<file path="config.mk">
export PLATFORM = sky130hd
export DESIGN_NAME = pst_cell
export DESIGN_NICKNAME = d
export VERILOG_FILES = /design/src/rtl/core/process_slot_table_core_macros.svh /design/src/rtl/core/pst_pkg.sv /design/src/rtl/core/pst_cell.sv
export SDC_FILE = /design/constraint.sdc
export NUM_CORES = 1
export LEC_CHECK = 0
export ABC_CLOCK_PERIOD_IN_PS = 5800
export BUFFER_PORTS_ARGS = -buffer_cell sky130_fd_sc_hd__buf_2
export CAP_MARGIN = 5
export CORE_UTILIZATION = 30
export CTS_BUF_LIST = sky130_fd_sc_hd__clkbuf_16
export DETAILED_ROUTE_END_ITERATION = 7
export PLACE_DENSITY = 0.54
export SKIP_CTS_REPAIR_TIMING = 1
export SLEW_MARGIN = 30
export SYNTH_ARGS = -nofsm -noshare
export SYNTH_HDL_FRONTEND = slang
export SYNTH_SLANG_ARGS = --single-unit
export TNS_END_PERCENT = 100
</file>
<file path="constraint.sdc">
create_clock -name clk -period 5.8 [get_ports clk]
set_clock_uncertainty 0.05 [all_clocks]
set_input_delay 0.87 -clock clk [delete_from_list [all_inputs] [get_ports clk]]
set_output_delay 0.87 -clock clk [all_outputs]
set_load 0.02 [all_outputs]
</file>
<file path="src/rtl/core/process_slot_table_core_macros.svh">
// ----------------------------------------------------------------------------
// process_slot_table_core_macros.svh
// Assertion macros for the process slot table core.
// ----------------------------------------------------------------------------
`ifndef PROCESS_SLOT_TABLE_CORE_MACROS_SVH
`define PROCESS_SLOT_TABLE_CORE_MACROS_SVH

`ifndef SYNTHESIS

// check that cons holds in the same cycle as ante
`define PST_ASSERT_IMPL(label, clk, rst_n, ante, cons) \
    label: assert property (@(posedge clk) disable iff (!rst_n) (ante) |-> (cons)) \
        else $error("process slot table assertion failed");

// check that cons holds in the cycle after ante
`define PST_ASSERT_NEXT(label, clk, rst_n, ante, cons) \
    label: assert property (@(posedge clk) disable iff (!rst_n) (ante) |=> (cons)) \
        else $error("process slot table assertion failed");

`else

`define PST_ASSERT_IMPL(label, clk, rst_n, ante, cons)
`define PST_ASSERT_NEXT(label, clk, rst_n, ante, cons)

`endif

`endif

</file>
<file path="src/rtl/core/pst_pkg.sv">
// ----------------------------------------------------------------------------
// pst_pkg
// Types and constants shared by the process slot table core and its cells.
// ----------------------------------------------------------------------------
package pst_pkg;

    localparam int SLOTS  = 64;
    localparam int ID_W   = 31;
    localparam int ROOT_W = 52;
    localparam int CNT_W  = $clog2(SLOTS + 1);
    localparam int LIVE_W = 7;
    localparam int MEM_W  = 17;

    localparam logic [ID_W-1:0]  ID_MAX        = {ID_W{1'b1}};
    localparam logic [ID_W-1:0]  ID_FIRST      = ID_W'(1);
    localparam logic [MEM_W-1:0] MEM_BYTES     = MEM_W'(65536);
    localparam logic             FOUND_THREADS = 1'b1;

    typedef enum logic [1:0] {
        ACT_SPAWN = 2'd0,
        ACT_KILL  = 2'd1,
        ACT_FIND  = 2'd2,
        ACT_NONE  = 2'd3
    } action_t;

    typedef enum logic [1:0] {
        ST_OK        = 2'd0,
        ST_FULL      = 2'd1,
        ST_NOT_FOUND = 2'd2,
        ST_ZERO_ID   = 2'd3
    } status_t;

    // request beat walking down the cell chain
    typedef struct packed {
        logic              done;
        action_t           action;
        logic [ID_W-1:0]   pid;
        logic [ROOT_W-1:0] root;
        status_t           status;
    } cell_tok_t;

endpackage

</file>
<file path="src/rtl/core/pst_cell.sv">
// ----------------------------------------------------------------------------
// pst_cell
// One process slot: holds live flag, id and page root, acts on the passing
// request beat, registers it and hands it to the next cell in the cycle after.
// ----------------------------------------------------------------------------
module pst_cell
    import pst_pkg::*;
(
    input  logic      clk,
    input  logic      rst_n,
    input  logic      tok_valid_in,
    input  cell_tok_t tok_in,
    output logic      tok_valid_out,
    output cell_tok_t tok_out
);

    logic              live_reg;
    logic              live_next;
    logic [ID_W-1:0]   id_reg;
    logic [ROOT_W-1:0] root_reg;
    logic              tok_valid_reg;
    cell_tok_t         tok_reg;
    cell_tok_t         tok_next;
    logic              claim;
    logic              match;

    // decide whether this slot serves the beat
    always_comb
    begin
        claim = tok_valid_in && !tok_in.done && (tok_in.action == ACT_SPAWN) && !live_reg;
        match = tok_valid_in && !tok_in.done && live_reg && (id_reg == tok_in.pid)
                && ((tok_in.action == ACT_KILL) || (tok_in.action == ACT_FIND));

        tok_next  = tok_in;
        live_next = live_reg;
        if (claim)
        begin
            tok_next.done   = 1'b1;
            tok_next.status = ST_OK;
            live_next       = 1'b1;
        end
        else if (match)
        begin
            tok_next.done   = 1'b1;
            tok_next.status = ST_OK;
            if (tok_in.action == ACT_FIND)
            begin
                tok_next.root = root_reg;
            end
            else
            begin
                live_next = 1'b0;
            end
        end
    end

    // hold slot occupancy and beat valid
    always_ff @(posedge clk or negedge rst_n)
    begin
        if (!rst_n)
        begin
            live_reg      <= 1'b0;
            tok_valid_reg <= 1'b0;
        end
        else
        begin
            live_reg      <= live_next;
            tok_valid_reg <= tok_valid_in;
        end
    end

    // store slot payload on spawn, advance beat payload
    always_ff @(posedge clk)
    begin
        tok_reg <= tok_next;
        if (claim)
        begin
            id_reg   <= tok_in.pid;
            root_reg <= tok_in.root;
        end
    end

    assign tok_valid_out = tok_valid_reg;
    assign tok_out       = tok_reg;

endmodule

</file>
Word-level counts from Yosys, hierarchy flattened
Index checks and enable logic that the tools add are counted.
{"block": "word_totals", "ff_bits": 173, "elab_cells": 32}
{"block": "op_classes", "eq_ne": 4, "n_mux": 6, "reduce_logical": 13}
{"cell": "2-to-1 mux 52 bit", "count": 2}
{"cell": "2-to-1 mux 54 bit", "count": 1}
{"cell": "equality test 31 bit", "count": 1}
{"cell": "logical AND 1 bit", "count": 6}
{"cell": "2-to-1 mux 1 bit", "count": 3}
{"cell": "equality test 2 x 1 -> 1 bit, second input constant", "count": 1}
{"cell": "equality test 2 bit, second input constant", "count": 1}
{"cell": "zero test 1 bit", "count": 2}
{"cell": "zero test 2 bit", "count": 1}
{"cell": "inequality test 2 bit, second input constant", "count": 1}
{"cell": "AND reduction 2 bit", "count": 1}
{"cell": "nonzero test 2 bit", "count": 1}
{"cell": "OR reduction 2 bit", "count": 1}
{"cell": "logical OR 1 bit", "count": 1}

Logic depth before layout (Yosys ltp)
{"block": "logic_depth", "word_depth": 7, "mapped_depth": 8}

Least setup slack after synthesis
Ideal clock, no wire load.
{"block": "synth_timing", "path_type": "in2reg", "start": "in tok_in[85] (netlist name)", "end": "reg tok_reg, in the netlist tok_out[10]", "t_arrival_ns": 3.254, "required_ns": 5.629, "path_slack_ns": 2.374, "path_stages": 8, "path_cell_list": "inv_1 -> ha_1 -> and4bb_2 -> nor2_1 -> and4_1 -> buf_6 -> buf_12 -> mux2_4"}
{"item": "start, declared", "line_no": "pst_cell.sv:12", "source": "input cell_tok_t tok_in,"}
{"item": "end signal, assigned", "line_no": "pst_cell.sv:75", "source": "tok_reg <= tok_next;"}
{"item": "end, declared", "line_no": "pst_cell.sv:22", "source": "cell_tok_t tok_reg;"}

==> impl_metrics.json <==
{
  "io_pins": 180,
  "cts_buffer_depth": 2,
  "seq_area_frac_synth_pct": 76.17,
  "leakage_nw": 2.983,
  "postRouteAntennaNets": 0,
  "r2r_setup_slack_ns": 3.20,
  "die_area_mm2": 0.01939,
  "drive_above_1_share_pct": 54.14,
  "ctsRootBufferMaster": "clkbuf_16",
  "largest_reg_flops": 88,
  "antenna_found_initial": 0,
  "grt_remaining_overflow": 0,
  "rsz0062_at_grt": "false",
  "io_buffers": 179,
  "drc": 13,
  "wl_um": 10150,
  "criticalPathCategory": "input pin to flop",
  "numCtsBuffers": 17,
  "setup_tns_ns": 0,
  "grt_pass1_vias": 3148,
  "hold_violations": 0,
  "clock_sinks": 173,
  "htree_num_levels": 4,
  "track_usage_pct": 10.92,
  "yosysWarningCount": 0,
  "setup_viol": 0,
  "finalWorstPathRequiredPeriod_ns": 2.787,
  "regToRegEndpoint": "tok_out[53]",
  "slew_headroom_pct": 45.70,
  "start_util_pct": 31.03,
  "cp-end-kind": "flop",
  "cts_tree": "done",
  "grt_pass1_wl_um": 16230,
  "synth_cells": 288,
  "grt_max_degree": 88,
  "first_pass_iters": 8,
  "clock_latency_ns": 0.42,
  "vias_per_cell": 4.211,
  "critPathMaxFanout": 34,
  "hp-class": "input pin to async pin",
  "cap_viol_max_count": 0,
  "dp_hpwl_um": 7093,
  "syn_nets": 381,
  "clk_pin_slew_ns": 0.06,
  "holdWs_ns": 0.1788,
  "path_cells": "buf_2 -> xnor2_1 -> nand4_1 -> nor4_2 -> and4_4 -> buf_16 -> mux2_2",
  "die_w_um": 139.2,
  "critPathLaunchType": "input pin",
  "wl_per_cell_um": 14.02,
  "ir_worst_vdd_uv": 189.9,
  "ys_seq_elements": 173,
  "slowest_delay_ns": 0.60,
  "cp_slowest_cell": "and4_4",
  "fin_crit_sh_pct": 48.04,
  "worstMarginPinSlew_ns": 0.8145,
  "power_density_mw_per_mm2": 351.9,
  "r2r_cells": 6,
  "yosysUniqueCellTypes": 22,
  "r2r-start": "id_reg[1]",
  "num_antenna_cells": 0,
  "synthesis.area_mm2": 0.005650,
  "fin_nets": 575,
  "outcome": "complete, but fails checks",
  "drt_iter0_drc": 107,
  "row_count": 49,
  "vias": 3049,
  "cp.arrival_ns": 3.04,
  "violations": "DRC",
  "required_ns": 6.06,
  "dieHeight_um": 139.2,
  "areaGrowthSynthToFinish_pct": 29.43,
  "clock.fmax_ghz": 0.3589,
  "syn_avg_cell_area_um2": 19.62,
  "coreArea_mm2": 0.01821,
  "finalMaxSlewViolations": 0,
  "gp_congestion": 0.6877
}
cell usage after synthesis:
master / instances / area share (%)
buf_6: 1 / 0.20
mux2_4: 50 / 13
and3_2: 1 / 0.13
nor2_1: 2 / 0.13
inv_1: 3 / 0.20
mux2_2: 2 / 0.40
dfxtp_1: 88 / 31
nand2_1: 1 / 0.066
nand4b_1: 1 / 0.16
dfrtp_1: 2 / 0.89
nor4_2: 2 / 0.44
nor3b_1: 2 / 0.27
xnor2_1: 30 / 4.7
xor2_1: 1 / 0.16
nand4_1: 8 / 0.89
buf_12: 5 / 1.8
ha_1: 2 / 0.44
edfxtp_1: 83 / 44
or3_1: 1 / 0.11
and4_1: 1 / 0.16
a22o_1: 1 / 0.16
and4bb_2: 1 / 0.22
stage by stage:
step	power [mW]	cells	cell area [µm²]	util, %	setup slack, ns
3_3_place_gp	1.541	691	6735	36.99	2.364
3_5_place_dp	1.544	692	6766	37.16	2.523
2_1_floorplan	1.457	288	5650	-	2.374
5_1_grt	2.676	724	7313	40.16	2.897
6_report	2.574	724	7313	40.16	3.013
4_1_cts	2.617	724	7313	40.16	2.966
cells by family (layout without fill, tap and decap cells):
family | count (synthesis) | count (layout) | synth area share [%]
flip-flops | 173 | 173 | 76.17
multiplexers | 52 | 52 | 13.68
XOR/XNOR | 31 | 31 | 4.805
AND/OR/NAND/NOR | 20 | 20 | 2.569
buffers and inverters | 9 | 216 | 2.170
adder cells (fa/ha/maj) | 2 | 2 | 0.4428
AO/OA/AOI/OAI | 1 | 1 | 0.1550
metal layers:
metal	routed length [µm]	up-vias	GRT usage (%)
li1	-	1438	-
met1	4436	1483	13.13
met2	4885	115	17.32
met3	696	13	4.680
met4	134	0	4.035
met5	0	-	0
placed cells by master, fill, tap and decap left out, types with 2 or more instances in the layout:
| cell type | netlist | layout |
|---|---|---|
| nor3b_1 | 2 | 2 |
| dfrtp_1 | 2 | 2 |
| nand4_1 | 8 | 8 |
| clkinvlp_4 | 0 | 2 |
| nor2_1 | 2 | 2 |
| mux2_2 | 2 | 2 |
| clkinv_2 | 0 | 5 |
| edfxtp_1 | 83 | 83 |
| nor4_2 | 2 | 2 |
| inv_1 | 3 | 3 |
| buf_2 | 0 | 179 |
| dfxtp_1 | 88 | 88 |
| ha_1 | 2 | 2 |
| clkinv_4 | 0 | 2 |
| mux2_4 | 50 | 50 |
| clkbuf_16 | 0 | 17 |
| clkinv_1 | 0 | 2 |
| xnor2_1 | 30 | 30 |
| inv_6 | 0 | 3 |
power by group:
part	internal (mW)	switching (mW)	total, mW
registers	1.33	0.0121	1.34
clock network	0.589	0.471	1.06
logic	0.0802	0.0957	0.176
layout make-up:
cell class	count	area (µm²)
Sequential cell	173	4304
Multi-Input combinational cell	106	1230
Inverter	3	11.26
Timing Repair Buffer	181	934.6
Clock inverter	15	121.4
Clock buffer	17	425.4
Fill cell	1709	10900
Tap cell	229	286.5
worst max-delay path, delay by kind of cell:
kind | cells | cell delay, ns
multiplexers | 1 | 0.36
buffers and inverters | 2 | 0.41
AND/OR/NAND/NOR | 3 | 1.21
XOR/XNOR | 1 | 0.16
how the worst max path moves through the flow:
stage	to	from	cells past startpoint	slack [ns]
after floorplan	tok_out[10]	tok_in[85]	8	2.37
after global placement	tok_out[53]	tok_in[55]	6	2.36
after detailed placement	tok_out[53]	tok_in[58]	7	2.52
after CTS	tok_out[53]	tok_in[55]	7	2.97
after global routing	tok_out[53]	tok_in[76]	7	2.90
final	tok_out[53]	tok_in[55]	7	3.01
Power figures use the tool's default switching activity.
